--- src/rtl/ohlc_pkg.sv ---
// ohlc_pkg: shared widths, item and bar types and register map
// for the ohlc bar aggregator; no dependencies
package ohlc_pkg;

    localparam int TimeW      = 48;
    localparam int EndW       = 49;
    localparam int PriceW     = 32;
    localparam int WidthW     = 32;
    localparam int ApbDataW   = 32;
    localparam int ApbAddrW   = 2;
    localparam int QueueDepth = 2;
    localparam int StepW      = $clog2(TimeW);

    localparam logic [ApbAddrW-1:0] AddrBarWidth  = 2'd0;
    localparam logic [WidthW-1:0]   BarWidthReset = 32'd1;

    typedef struct packed {
        logic [TimeW-1:0]         event_time;
        logic                     is_mid;
        logic signed [PriceW-1:0] price;
        logic                     series_end;
    } t_item;

    typedef struct packed {
        logic [TimeW-1:0]         bar_start;
        logic [EndW-1:0]          bar_end;
        logic signed [PriceW-1:0] open_price;
        logic signed [PriceW-1:0] high_price;
        logic signed [PriceW-1:0] low_price;
        logic signed [PriceW-1:0] close_price;
        logic                     final_bar;
    } t_bar;

endpackage

--- src/rtl/ohlc_if.sv ---
// ohlc_in_if and ohlc_out_if: valid/ready channels for events and bars
// depends on ohlc_pkg
interface ohlc_in_if;
    import ohlc_pkg::*;

    logic                     valid;
    logic                     ready;
    logic [TimeW-1:0]         event_time;
    logic                     is_mid;
    logic signed [PriceW-1:0] price;
    logic                     series_end;

    modport source (output valid, event_time, is_mid, price, series_end, input ready);
    modport sink   (input valid, event_time, is_mid, price, series_end, output ready);
endinterface

interface ohlc_out_if;
    import ohlc_pkg::*;

    logic                     valid;
    logic                     ready;
    logic [TimeW-1:0]         bar_start;
    logic [EndW-1:0]          bar_end;
    logic signed [PriceW-1:0] open_price;
    logic signed [PriceW-1:0] high_price;
    logic signed [PriceW-1:0] low_price;
    logic signed [PriceW-1:0] close_price;
    logic                     final_bar;

    modport source (output valid, bar_start, bar_end, open_price, high_price, low_price,
                    close_price, final_bar, input ready);
    modport sink   (input valid, bar_start, bar_end, open_price, high_price, low_price,
                    close_price, final_bar, output ready);
endinterface

--- src/rtl/ohlc_bar_aggregator_top.sv ---
// OHLC time-bar aggregator. Event beats enter on i_in and are queued; only
// mid-price events and series-end marks reach the bar logic. A mid event that
// lands in the pending window is binned in S_EVAL without the divider. An
// event that opens a new window, or the first one after the window width was
// rewritten, runs the bit-serial remainder unit, one bit of the 48-bit
// timestamp per cycle; an emitted bar also waits for the single-entry output
// register to drain. Bar beats leave on o_out, the previous bar first and then
// the final bar when one event both changes window and ends the series. The
// window width register sits at APB byte address 0 (reset 1, zero suppresses
// all bars); the user must write it only while idle, which the block itself
// does not enforce.
// depends on ohlc_pkg, ohlc_if, ohlc_front, ohlc_back, ohlc_rem_div
module ohlc_bar_aggregator_top #(
    parameter int QUEUE_DEPTH = ohlc_pkg::QueueDepth
) (
    input  logic                           i_clk,
    input  logic                           i_rst_n,
    input  logic                           i_psel,
    input  logic                           i_penable,
    input  logic                           i_pwrite,
    input  logic [ohlc_pkg::ApbAddrW-1:0]  i_paddr,
    input  logic [ohlc_pkg::ApbDataW-1:0]  i_pwdata,
    output logic [ohlc_pkg::ApbDataW-1:0]  o_prdata,
    output logic                           o_pready,
    ohlc_in_if.sink                        i_in,
    ohlc_out_if.source                     o_out
);
    import ohlc_pkg::*;

    logic [WidthW-1:0] r_win_width;
    logic              cfg_wr;
    t_item             head;
    logic              head_valid;
    logic              pop;

    assign o_pready = 1'b1;
    assign cfg_wr   = i_psel && i_penable && i_pwrite && (i_paddr == AddrBarWidth);
    assign o_prdata = (i_paddr == AddrBarWidth) ? r_win_width : '0;

    always_ff @(posedge i_clk) begin
        if (!i_rst_n) begin
            r_win_width <= BarWidthReset;
        end else if (cfg_wr) begin
            r_win_width <= i_pwdata;
        end
    end

    ohlc_front #(
        .QUEUE_DEPTH (QUEUE_DEPTH)
    ) u_front (
        .i_clk        (i_clk),
        .i_rst_n      (i_rst_n),
        .i_win_width  (r_win_width),
        .i_in         (i_in),
        .o_head       (head),
        .i_pop        (pop),
        .o_head_valid (head_valid)
    );

    ohlc_back u_back (
        .i_clk        (i_clk),
        .i_rst_n      (i_rst_n),
        .i_win_width  (r_win_width),
        .i_head       (head),
        .i_head_valid (head_valid),
        .o_pop        (pop),
        .o_out        (o_out)
    );

endmodule

--- src/rtl/ohlc_front.sv ---
// ohlc_front: accepts event beats, drops events that cannot matter and
// queues the rest for the back end; depends on ohlc_pkg, ohlc_in_if
module ohlc_front #(
    parameter int QUEUE_DEPTH = ohlc_pkg::QueueDepth
) (
    input  logic                         i_clk,
    input  logic                         i_rst_n,
    input  logic [ohlc_pkg::WidthW-1:0]  i_win_width,
    ohlc_in_if.sink                      i_in,
    output ohlc_pkg::t_item              o_head,
    input  logic                         i_pop,
    output logic                         o_head_valid
);
    import ohlc_pkg::*;

    localparam int PtrW = (QUEUE_DEPTH > 1) ? $clog2(QUEUE_DEPTH) : 1;
    localparam int CntW = $clog2(QUEUE_DEPTH + 1);

    t_item             r_mem [QUEUE_DEPTH];
    logic [PtrW-1:0]   r_wr_ptr, n_wr_ptr;
    logic [PtrW-1:0]   r_rd_ptr, n_rd_ptr;
    logic [CntW-1:0]   r_count, n_count;
    logic              accept;
    logic              keep;
    logic              push;
    logic              pop;
    logic              mid_eff;
    t_item             w_item;

    function automatic logic [PtrW-1:0] wrap_inc(input logic [PtrW-1:0] p);
        if (p == PtrW'(QUEUE_DEPTH - 1)) begin
            return '0;
        end
        return p + 1'b1;
    endfunction

    // mid events are meaningless while the width is zero
    assign mid_eff = i_in.is_mid && (i_win_width != '0);
    assign keep    = mid_eff || i_in.series_end;

    assign i_in.ready = (r_count != CntW'(QUEUE_DEPTH));
    assign accept     = i_in.valid && i_in.ready;
    assign push       = accept && keep;
    assign pop        = i_pop && (r_count != '0);

    assign w_item.event_time = i_in.event_time;
    assign w_item.is_mid     = mid_eff;
    assign w_item.price      = i_in.price;
    assign w_item.series_end = i_in.series_end;

    assign o_head       = r_mem[r_rd_ptr];
    assign o_head_valid = (r_count != '0);

    always_comb begin
        n_wr_ptr = push ? wrap_inc(r_wr_ptr) : r_wr_ptr;
        n_rd_ptr = pop ? wrap_inc(r_rd_ptr) : r_rd_ptr;
        n_count  = r_count;
        if (push && !pop) begin
            n_count = r_count + 1'b1;
        end else if (pop && !push) begin
            n_count = r_count - 1'b1;
        end
    end

    always_ff @(posedge i_clk) begin
        if (!i_rst_n) begin
            r_wr_ptr <= '0;
            r_rd_ptr <= '0;
            r_count  <= '0;
        end else begin
            r_wr_ptr <= n_wr_ptr;
            r_rd_ptr <= n_rd_ptr;
            r_count  <= n_count;
        end
    end

    always_ff @(posedge i_clk) begin
        if (push) begin
            r_mem[r_wr_ptr] <= w_item;
        end
    end

endmodule

--- src/rtl/ohlc_rem_div.sv ---
// ohlc_rem_div: restoring divider, one quotient bit per cycle, that
// returns event_time modulo bar_width; depends on ohlc_pkg
module ohlc_rem_div (
    input  logic                         i_clk,
    input  logic                         i_rst_n,
    input  logic                         i_start,
    input  logic [ohlc_pkg::TimeW-1:0]   i_dividend,
    input  logic [ohlc_pkg::WidthW-1:0]  i_divisor,
    output logic                         o_done,
    output logic [ohlc_pkg::WidthW-1:0]  o_rem
);
    import ohlc_pkg::*;

    logic                r_busy;
    logic                r_done;
    logic [StepW-1:0]    r_cnt;
    logic [TimeW-1:0]    r_dvd;
    logic [WidthW-1:0]   r_dvs;
    logic [WidthW-1:0]   r_rem, n_rem;
    logic [WidthW:0]     partial;
    logic [WidthW:0]     diff;

    assign partial = {r_rem, r_dvd[TimeW-1]};
    assign diff    = partial - {1'b0, r_dvs};
    assign n_rem   = diff[WidthW] ? partial[WidthW-1:0] : diff[WidthW-1:0];

    assign o_done = r_done;
    assign o_rem  = r_rem;

    always_ff @(posedge i_clk) begin
        if (!i_rst_n) begin
            r_busy <= 1'b0;
            r_done <= 1'b0;
        end else begin
            r_done <= r_busy && (r_cnt == '0);
            if (i_start) begin
                r_busy <= 1'b1;
            end else if (r_busy && (r_cnt == '0)) begin
                r_busy <= 1'b0;
            end
        end
    end

    always_ff @(posedge i_clk) begin
        if (i_start) begin
            r_cnt <= StepW'(TimeW - 1);
            r_dvd <= i_dividend;
            r_dvs <= i_divisor;
            r_rem <= '0;
        end else if (r_busy) begin
            r_cnt <= r_cnt - 1'b1;
            r_dvd <= {r_dvd[TimeW-2:0], 1'b0};
            r_rem <= n_rem;
        end
    end

endmodule

--- src/rtl/ohlc_back.sv ---
// ohlc_back: bins queued events, keeps the pending bar and drives the
// bar output register; depends on ohlc_pkg, ohlc_out_if, ohlc_rem_div
module ohlc_back (
    input  logic                         i_clk,
    input  logic                         i_rst_n,
    input  logic [ohlc_pkg::WidthW-1:0]  i_win_width,
    input  ohlc_pkg::t_item              i_head,
    input  logic                         i_head_valid,
    output logic                         o_pop,
    ohlc_out_if.source                   o_out
);
    import ohlc_pkg::*;

    localparam logic [2:0] S_IDLE = 3'd0;
    localparam logic [2:0] S_EVAL = 3'd1;
    localparam logic [2:0] S_DIV  = 3'd2;
    localparam logic [2:0] S_BIN  = 3'd3;
    localparam logic [2:0] S_EMIT = 3'd4;
    localparam logic [2:0] S_END  = 3'd5;

    logic [2:0]               r_state, n_state;
    t_item                    r_item;
    logic                     r_open, n_open;
    logic [TimeW-1:0]         r_ws;
    logic [WidthW-1:0]        r_bin_width;
    logic [TimeW-1:0]         r_new_ws;
    logic signed [PriceW-1:0] r_open_p, r_high, r_low, r_close;
    logic                     r_out_valid;
    t_bar                     r_out;

    logic                     out_free;
    logic                     load_out;
    logic                     load_final;
    logic                     do_update;
    logic                     do_start;
    logic [TimeW-1:0]         start_ws;
    logic                     div_start;
    logic                     div_done;
    logic [WidthW-1:0]        div_rem;
    logic [TimeW:0]           time_diff;
    logic                     in_win;
    logic [2:0]               after_state;
    t_bar                     w_bar;

    ohlc_rem_div u_div (
        .i_clk      (i_clk),
        .i_rst_n    (i_rst_n),
        .i_start    (div_start),
        .i_dividend (r_item.event_time),
        .i_divisor  (i_win_width),
        .o_done     (div_done),
        .o_rem      (div_rem)
    );

    // fast path only while the pending window was binned with the current width
    assign out_free  = !r_out_valid || o_out.ready;
    assign time_diff = {1'b0, r_item.event_time} - {1'b0, r_ws};
    assign in_win    = r_open && (r_bin_width == i_win_width) && !time_diff[TimeW]
                       && (time_diff[TimeW-1:0] < {{(TimeW-WidthW){1'b0}}, i_win_width});
    assign after_state = r_item.series_end ? S_END : S_IDLE;

    always_comb begin
        w_bar.bar_start   = r_ws;
        w_bar.bar_end     = {1'b0, r_ws} + {{(EndW-WidthW){1'b0}}, i_win_width};
        w_bar.open_price  = r_open_p;
        w_bar.high_price  = r_high;
        w_bar.low_price   = r_low;
        w_bar.close_price = r_close;
        w_bar.final_bar   = load_final;
    end

    always_comb begin
        n_state    = r_state;
        n_open     = r_open;
        o_pop      = 1'b0;
        load_out   = 1'b0;
        load_final = 1'b0;
        do_update  = 1'b0;
        do_start   = 1'b0;
        start_ws   = r_new_ws;
        div_start  = 1'b0;
        case (r_state)
            S_IDLE: begin
                if (i_head_valid) begin
                    o_pop   = 1'b1;
                    n_state = S_EVAL;
                end
            end
            S_EVAL: begin
                if (r_item.is_mid) begin
                    if (in_win) begin
                        do_update = 1'b1;
                        n_state   = after_state;
                    end else begin
                        div_start = 1'b1;
                        n_state   = S_DIV;
                    end
                end else begin
                    n_state = S_END;
                end
            end
            S_DIV: begin
                if (div_done) begin
                    n_state = S_BIN;
                end
            end
            S_BIN: begin
                if (!r_open) begin
                    do_start = 1'b1;
                    n_open   = 1'b1;
                    n_state  = after_state;
                end else if (r_new_ws != r_ws) begin
                    n_state = S_EMIT;
                end else begin
                    do_update = 1'b1;
                    n_state   = after_state;
                end
            end
            S_EMIT: begin
                if (out_free) begin
                    load_out = 1'b1;
                    do_start = 1'b1;
                    n_state  = after_state;
                end
            end
            S_END: begin
                if (r_open && (i_win_width != '0)) begin
                    if (out_free) begin
                        load_out   = 1'b1;
                        load_final = 1'b1;
                        n_open     = 1'b0;
                        n_state    = S_IDLE;
                    end
                end else begin
                    n_open  = 1'b0;
                    n_state = S_IDLE;
                end
            end
            default: begin
                n_state = S_IDLE;
            end
        endcase
    end

    always_ff @(posedge i_clk) begin
        if (!i_rst_n) begin
            r_state     <= S_IDLE;
            r_open      <= 1'b0;
            r_out_valid <= 1'b0;
        end else begin
            r_state <= n_state;
            r_open  <= n_open;
            if (load_out) begin
                r_out_valid <= 1'b1;
            end else if (o_out.ready) begin
                r_out_valid <= 1'b0;
            end
        end
    end

    always_ff @(posedge i_clk) begin
        if (o_pop) begin
            r_item <= i_head;
        end
        if (div_done) begin
            r_new_ws <= r_item.event_time - {{(TimeW-WidthW){1'b0}}, div_rem};
        end
        if (load_out) begin
            r_out <= w_bar;
        end
        if (do_start || do_update) begin
            r_bin_width <= i_win_width;
        end
        if (do_start) begin
            r_ws     <= start_ws;
            r_open_p <= r_item.price;
            r_high   <= r_item.price;
            r_low    <= r_item.price;
            r_close  <= r_item.price;
        end else if (do_update) begin
            if (r_item.price > r_high) begin
                r_high <= r_item.price;
            end
            if (r_item.price < r_low) begin
                r_low <= r_item.price;
            end
            r_close <= r_item.price;
        end
    end

    assign o_out.valid       = r_out_valid;
    assign o_out.bar_start   = r_out.bar_start;
    assign o_out.bar_end     = r_out.bar_end;
    assign o_out.open_price  = r_out.open_price;
    assign o_out.high_price  = r_out.high_price;
    assign o_out.low_price   = r_out.low_price;
    assign o_out.close_price = r_out.close_price;
    assign o_out.final_bar   = r_out.final_bar;

endmodule

--- src/flat_wrapper.sv ---
// flat-port wrapper written by rule: the top's interface ports become plain ports
module ohlc_bar_aggregator_top_flat import ohlc_pkg::*;
#(
    parameter int QUEUE_DEPTH = ohlc_pkg::QueueDepth
)
  (i_clk, i_rst_n, i_psel, i_penable, i_pwrite, i_paddr, i_pwdata, o_prdata, o_pready, i_in_valid, i_in_event_time, i_in_is_mid, i_in_price, i_in_series_end, i_in_ready, o_out_valid, o_out_bar_start, o_out_bar_end, o_out_open_price, o_out_high_price, o_out_low_price, o_out_close_price, o_out_final_bar, o_out_ready);
  ohlc_in_if i_in_i ();
  ohlc_out_if o_out_i ();
  input  logic i_clk;
  input  logic i_rst_n;
  input  logic i_psel;
  input  logic i_penable;
  input  logic i_pwrite;
  input  logic [ohlc_pkg::ApbAddrW-1:0] i_paddr;
  input  logic [ohlc_pkg::ApbDataW-1:0] i_pwdata;
  output logic [ohlc_pkg::ApbDataW-1:0] o_prdata;
  output logic o_pready;
  input wire logic [$bits(i_in_i.valid)-1:0] i_in_valid;
  input wire logic [$bits(i_in_i.event_time)-1:0] i_in_event_time;
  input wire logic [$bits(i_in_i.is_mid)-1:0] i_in_is_mid;
  input wire logic [$bits(i_in_i.price)-1:0] i_in_price;
  input wire logic [$bits(i_in_i.series_end)-1:0] i_in_series_end;
  output wire logic [$bits(i_in_i.ready)-1:0] i_in_ready;
  output wire logic [$bits(o_out_i.valid)-1:0] o_out_valid;
  output wire logic [$bits(o_out_i.bar_start)-1:0] o_out_bar_start;
  output wire logic [$bits(o_out_i.bar_end)-1:0] o_out_bar_end;
  output wire logic [$bits(o_out_i.open_price)-1:0] o_out_open_price;
  output wire logic [$bits(o_out_i.high_price)-1:0] o_out_high_price;
  output wire logic [$bits(o_out_i.low_price)-1:0] o_out_low_price;
  output wire logic [$bits(o_out_i.close_price)-1:0] o_out_close_price;
  output wire logic [$bits(o_out_i.final_bar)-1:0] o_out_final_bar;
  input wire logic [$bits(o_out_i.ready)-1:0] o_out_ready;
  assign i_in_i.valid = i_in_valid;
  assign i_in_i.event_time = i_in_event_time;
  assign i_in_i.is_mid = i_in_is_mid;
  assign i_in_i.price = i_in_price;
  assign i_in_i.series_end = i_in_series_end;
  assign i_in_ready = i_in_i.ready;
  assign o_out_valid = o_out_i.valid;
  assign o_out_bar_start = o_out_i.bar_start;
  assign o_out_bar_end = o_out_i.bar_end;
  assign o_out_open_price = o_out_i.open_price;
  assign o_out_high_price = o_out_i.high_price;
  assign o_out_low_price = o_out_i.low_price;
  assign o_out_close_price = o_out_i.close_price;
  assign o_out_final_bar = o_out_i.final_bar;
  assign o_out_i.ready = o_out_ready;
  ohlc_bar_aggregator_top #(.QUEUE_DEPTH(QUEUE_DEPTH)) u_core (.i_clk(i_clk), .i_rst_n(i_rst_n), .i_psel(i_psel), .i_penable(i_penable), .i_pwrite(i_pwrite), .i_paddr(i_paddr), .i_pwdata(i_pwdata), .o_prdata(o_prdata), .o_pready(o_pready), .i_in(i_in_i), .o_out(o_out_i));
endmodule
--- config.mk ---
export PLATFORM = sky130hd
export DESIGN_NAME = ohlc_bar_aggregator_top_flat
export DESIGN_NICKNAME = d
export VERILOG_FILES = /design/src/rtl/ohlc_pkg.sv /design/src/rtl/ohlc_if.sv /design/src/rtl/ohlc_bar_aggregator_top.sv /design/src/rtl/ohlc_front.sv /design/src/rtl/ohlc_rem_div.sv /design/src/rtl/ohlc_back.sv /design/src/flat_wrapper.sv
export SDC_FILE = /design/constraint.sdc
export NUM_CORES = 1
export LEC_CHECK = 0
export BUFFER_PORTS_ARGS = -buffer_cell sky130_fd_sc_hd__buf_2
export CAP_MARGIN = 15
export CORE_AREA = 4 4 500 354
export DETAILED_ROUTE_END_ITERATION = 8
export DIE_AREA = 0 0 504 358
export GPL_TIMING_DRIVEN = 0
export SYNTH_ARGS = -nofsm -noshare
export SYNTH_HDL_FRONTEND = slang
export SYNTH_HIERARCHICAL = 1
export SYNTH_SLANG_ARGS = --single-unit
--- constraint.sdc ---
create_clock -name i_clk -period 13.2 [get_ports i_clk]
set_input_delay 1.32 -clock i_clk [delete_from_list [all_inputs] [get_ports i_clk]]
set_output_delay 1.32 -clock i_clk [all_outputs]
set_load 0.02 [all_outputs]
==> flow_metrics.tcl <==
set metrics [dict create \
    ys_warn_count 6 \
    start_util 0.2482 \
    startpoint_type "flop" \
    power_mw 10.96 \
    routed_wl_um 130600 \
    worst_pin_slew_ns 1.227 \
    drv_slew 0 \
    netSwitchingFraction 0.3703 \
    period_share 0.6183 \
    max_cap_violations 0 \
    yosysSeqAreaShare 0.6050 \
    grt_antenna_before_repair 35 \
    power_switching_mw 4.059 \
    syn_area_per_cell_um2 12.83 \
    ir_worst_vdd_mv 0.1151 \
    yosysTopAreaCell "edfxtp_1" \
    ys_top_cells_by_area "edfxtp_1 57%, ha_1 7.0%, dfxtp_1 3.8%" \
    yosysTopAreaCellShare 0.5667 \
    clkPwrFrac 0.251 \
    grt_setup_unrepaired "no" \
    rrSetupSlack_ns 5.04 \
    cp_max_fo 36 \
    end_kind "flop" \
    cts_buffer_depth 3 \
    postCtsSetupRepairBufs 0 \
    io_pins 384 \
    syn_area_um2 42810 \
    r2r_end "u_core/u_back/u_div/r_dvd[2]" \
    port_buffers 382 \
    die_y_um 358 \
    status "complete, no violations" \
    fillers 17360 \
    cp.required_ns 13.64 \
    fin_ws_ns 5.038 \
    period_minus_slack_ns 8.162 \
    maxSlewHeadroom 0.1731 \
    die_width_um 504 \
    drt-initial-drc-count 2725 \
    tritoncts "yes" \
    seq_power_share 0.385 \
    cts_buffers 94 \
    track_usage 0.1398 \
    numPlacedInstances 6031 \
    drc 0 \
    hold_violations 0 \
    dr_total_vias 28960 \
    clk_latency_ns 0.73 \
    antenna_left 0 \
    synthFlopType "edfxtp_1" \
    cts_root_buf "clkbuf_16" \
    row_count 128 \
    fmax_ghz 0.1225 \
    reg2reg_depth 25 \
    dr.pass1.iters 6 \
    ys_types 122 \
    vias_per_cell 4.656 \
    cp-startpoint "u_core/u_back/r_ws[1]" \
    path_clk_slew_ns 0.06 \
    h-tree-depth 3 \
    wire_per_inst_um 21.00 \
    grt_max_degree 53 \
    final_cells 6221 \
    hold_start "u_core/u_back/r_open_p[26]" \
    ys_top_cells_by_count "808 x edfxtp_1, 254 x inv_1, 240 x ha_1" \
    synthesis.instances 3336 \
    cts.sinks 890 \
    core_um2 172500 \
    p_leak_nw 19.16 \
    place_hpwl_um 102900 \
    hold_class "flop to flop" \
    grt_pass1_vias 27850 \
    setup_violations 0 \
    grt_pass1_wl_um 188000 \
    worstHoldEndpoint "u_core/u_back/o_out.open_price[26]" \
    yosysMostFrequentCell "edfxtp_1" \
    fin_util 0.2991 \
    synth_edf_count 808 \
    syn_to_final_growth_pct 20.51 \
    place_congestion 0.9069 \
    cp.arrival_ns 8.60 \
    combinationalPowerShare 0.365 \
    whs_path_depth 0 \
    cts_resized 0 \
    synth-async-reset-ratio 0 \
    p_per_area_nw_per_um2 212.4 \
    rr_startpoint "u_core/u_back/r_ws[1]" \
    layout-drive-gt1-share 0.2110 \
    die-area_um2 180400 \
    internal_power_mw 6.902 \
    fin_nets 4220 \
    clock_skew_ns 0.05276 \
    ys_ff_latch 890 \
    syn_nets 3703 \
    crit_type "flop to flop" \
    post-place-ws_ns 5.195 \
    grt.overflow.total 0 \
    hold_buffers 0 \
]
[power groups by stage]
stage,Combinational (mW),Sequential [mW],Clock [mW]
floorplan,2.84,4.07,0
global placement,3.44,4.25,0
detailed placement,3.93,4.26,0
CTS,3.95,4.20,2.83
global route,4.42,4.25,2.95
finish,4.00,4.22,2.75
[area by class of cell]
class	count	area, um2	share of cell area
Clock buffer	128	2633	0.05102
Sequential cell	890	25910	0.5021
Antenna cell	12	30.03	0.0005820
Inverter	255	957.2	0.01855
Buffer	93	493.0	0.009554
Multi-Input combinational cell	2098	15520	0.3008
Clock inverter	49	615.6	0.01193
Tap cell	2275	2846	0.05517
Timing Repair Buffer	421	2595	0.05029
[worst max-delay path by stage]
stage / endpoint / slack, ns / cells after the start
final: u_core/u_back/u_div/r_dvd[2] / 5.04 / 25
after global routing: u_core/u_back/u_div/r_dvd[2] / 4.54 / 25
after CTS: u_core/u_back/u_div/r_dvd[2] / 5.14 / 25
after detailed placement: u_core/u_back/u_div/r_dvd[2] / 5.20 / 25
after global placement: u_core/u_front/r_count[1] / -4.83 / 7
after floorplan: u_core/u_front/r_count[1] / 2.10 / 7
[cell families after synthesis]
kind of cell | share of synthesized area
AOI/OAI and AO/OA | 0.1005
xor gates and xnor gates | 0.04787
adders and majority gates | 0.07201
buffers and inverters | 0.03387
DFF | 0.6050
muxes | 0.04261
other | 0.00008759
and+or+nand+nor | 0.09805
[stage by stage]
| stage | cell area (um2) | TNS [ns] | hold WS [ns] |
|---|---|---|---|
| floorplan | 42810 | 0 | 0.4003 |
| global placement | 47570 | -687.85 | 0.4008 |
| detailed placement | 48310 | 0 | 0.4045 |
| CTS | 51560 | 0 | 0.4182 |
| global route | 51570 | 0 | 0.4227 |
| finish | 51600 | 0 | 0.4149 |
[state kept, by name, indices dropped and copies added, names as in the netlist, 2 cells and up, named ones only]
signal and cells:
u_core/u_back/u_div/r_dvs 32, u_core/u_back/r_ws 48, u_core/u_back/o_out.high_price 32, u_core/u_back/o_out.low_price 32, u_core/u_back/o_out.bar_start 48, u_core/u_back/r_state 3, u_core/r_win_width 32, u_core/u_back/u_div/r_cnt 6
u_core/u_back/r_close 32, u_core/u_back/u_div/r_dvd 48, u_core/u_back/r_open_p 32, u_core/u_back/r_item 82, u_core/u_back/o_out.open_price 32, u_core/u_back/u_div/o_rem 32, u_core/u_back/r_new_ws 48, u_core/u_front/r_count 2
u_core/u_back/r_low 32, u_core/u_back/o_out.bar_end 49, u_core/u_front/r_mem 164, u_core/u_back/o_out.close_price 32, u_core/u_back/r_high 32, u_core/u_back/r_bin_width 32
[per-layer routing]
| layer | wire, um | share of wire | up-vias | GRT usage |
|---|---|---|---|---|
| met2 | 54510 | 0.42 | 1080 | 0.2028 |
| li1 | - | - | 13490 | - |
| met5 | 69 | 0.00053 | - | 0 |
| met1 | 62360 | 0.48 | 14220 | 0.2060 |
| met3 | 11060 | 0.085 | 165 | 0.03659 |
| met4 | 2628 | 0.020 | 10 | 0.03390 |
[worst max-delay path, cell delays in order, from the launching register on]
cell and delay, ns:
edfxtp_1 0.55, inv_1 0.20, ha_1 0.32, nand2b_1 0.10, a211oi_4 0.31, o21ai_2 0.15
o41ai_4 0.57, a21oi_1 0.19, o21a_1 0.25, nor3_1 0.15, nor3_1 0.08, xnor2_1 0.24
ha_1 0.29, and4_1 0.21, and3_1 0.20, nor4_1 0.31, nand4_1 0.19, or4_1 0.43
nor4_1 0.18, and4b_1 0.28, nand4_1 0.40, and2_4 0.52, nor2_1 0.49, clkbuf_1 0.57
inv_2 0.38, buf_12 0.28
[cell usage in the layout (no fill, tap or decap), types with 117 or more instances in the layout]
cell type    n
nand2_1    232
edfxtp_1   808
a21oi_1    176
inv_1      253
xor2_1     131
mux2_2     130
nor2_1     141
buf_2      415
o21ai_0    117
ha_1       240
Power figures use the tool's default switching activity.
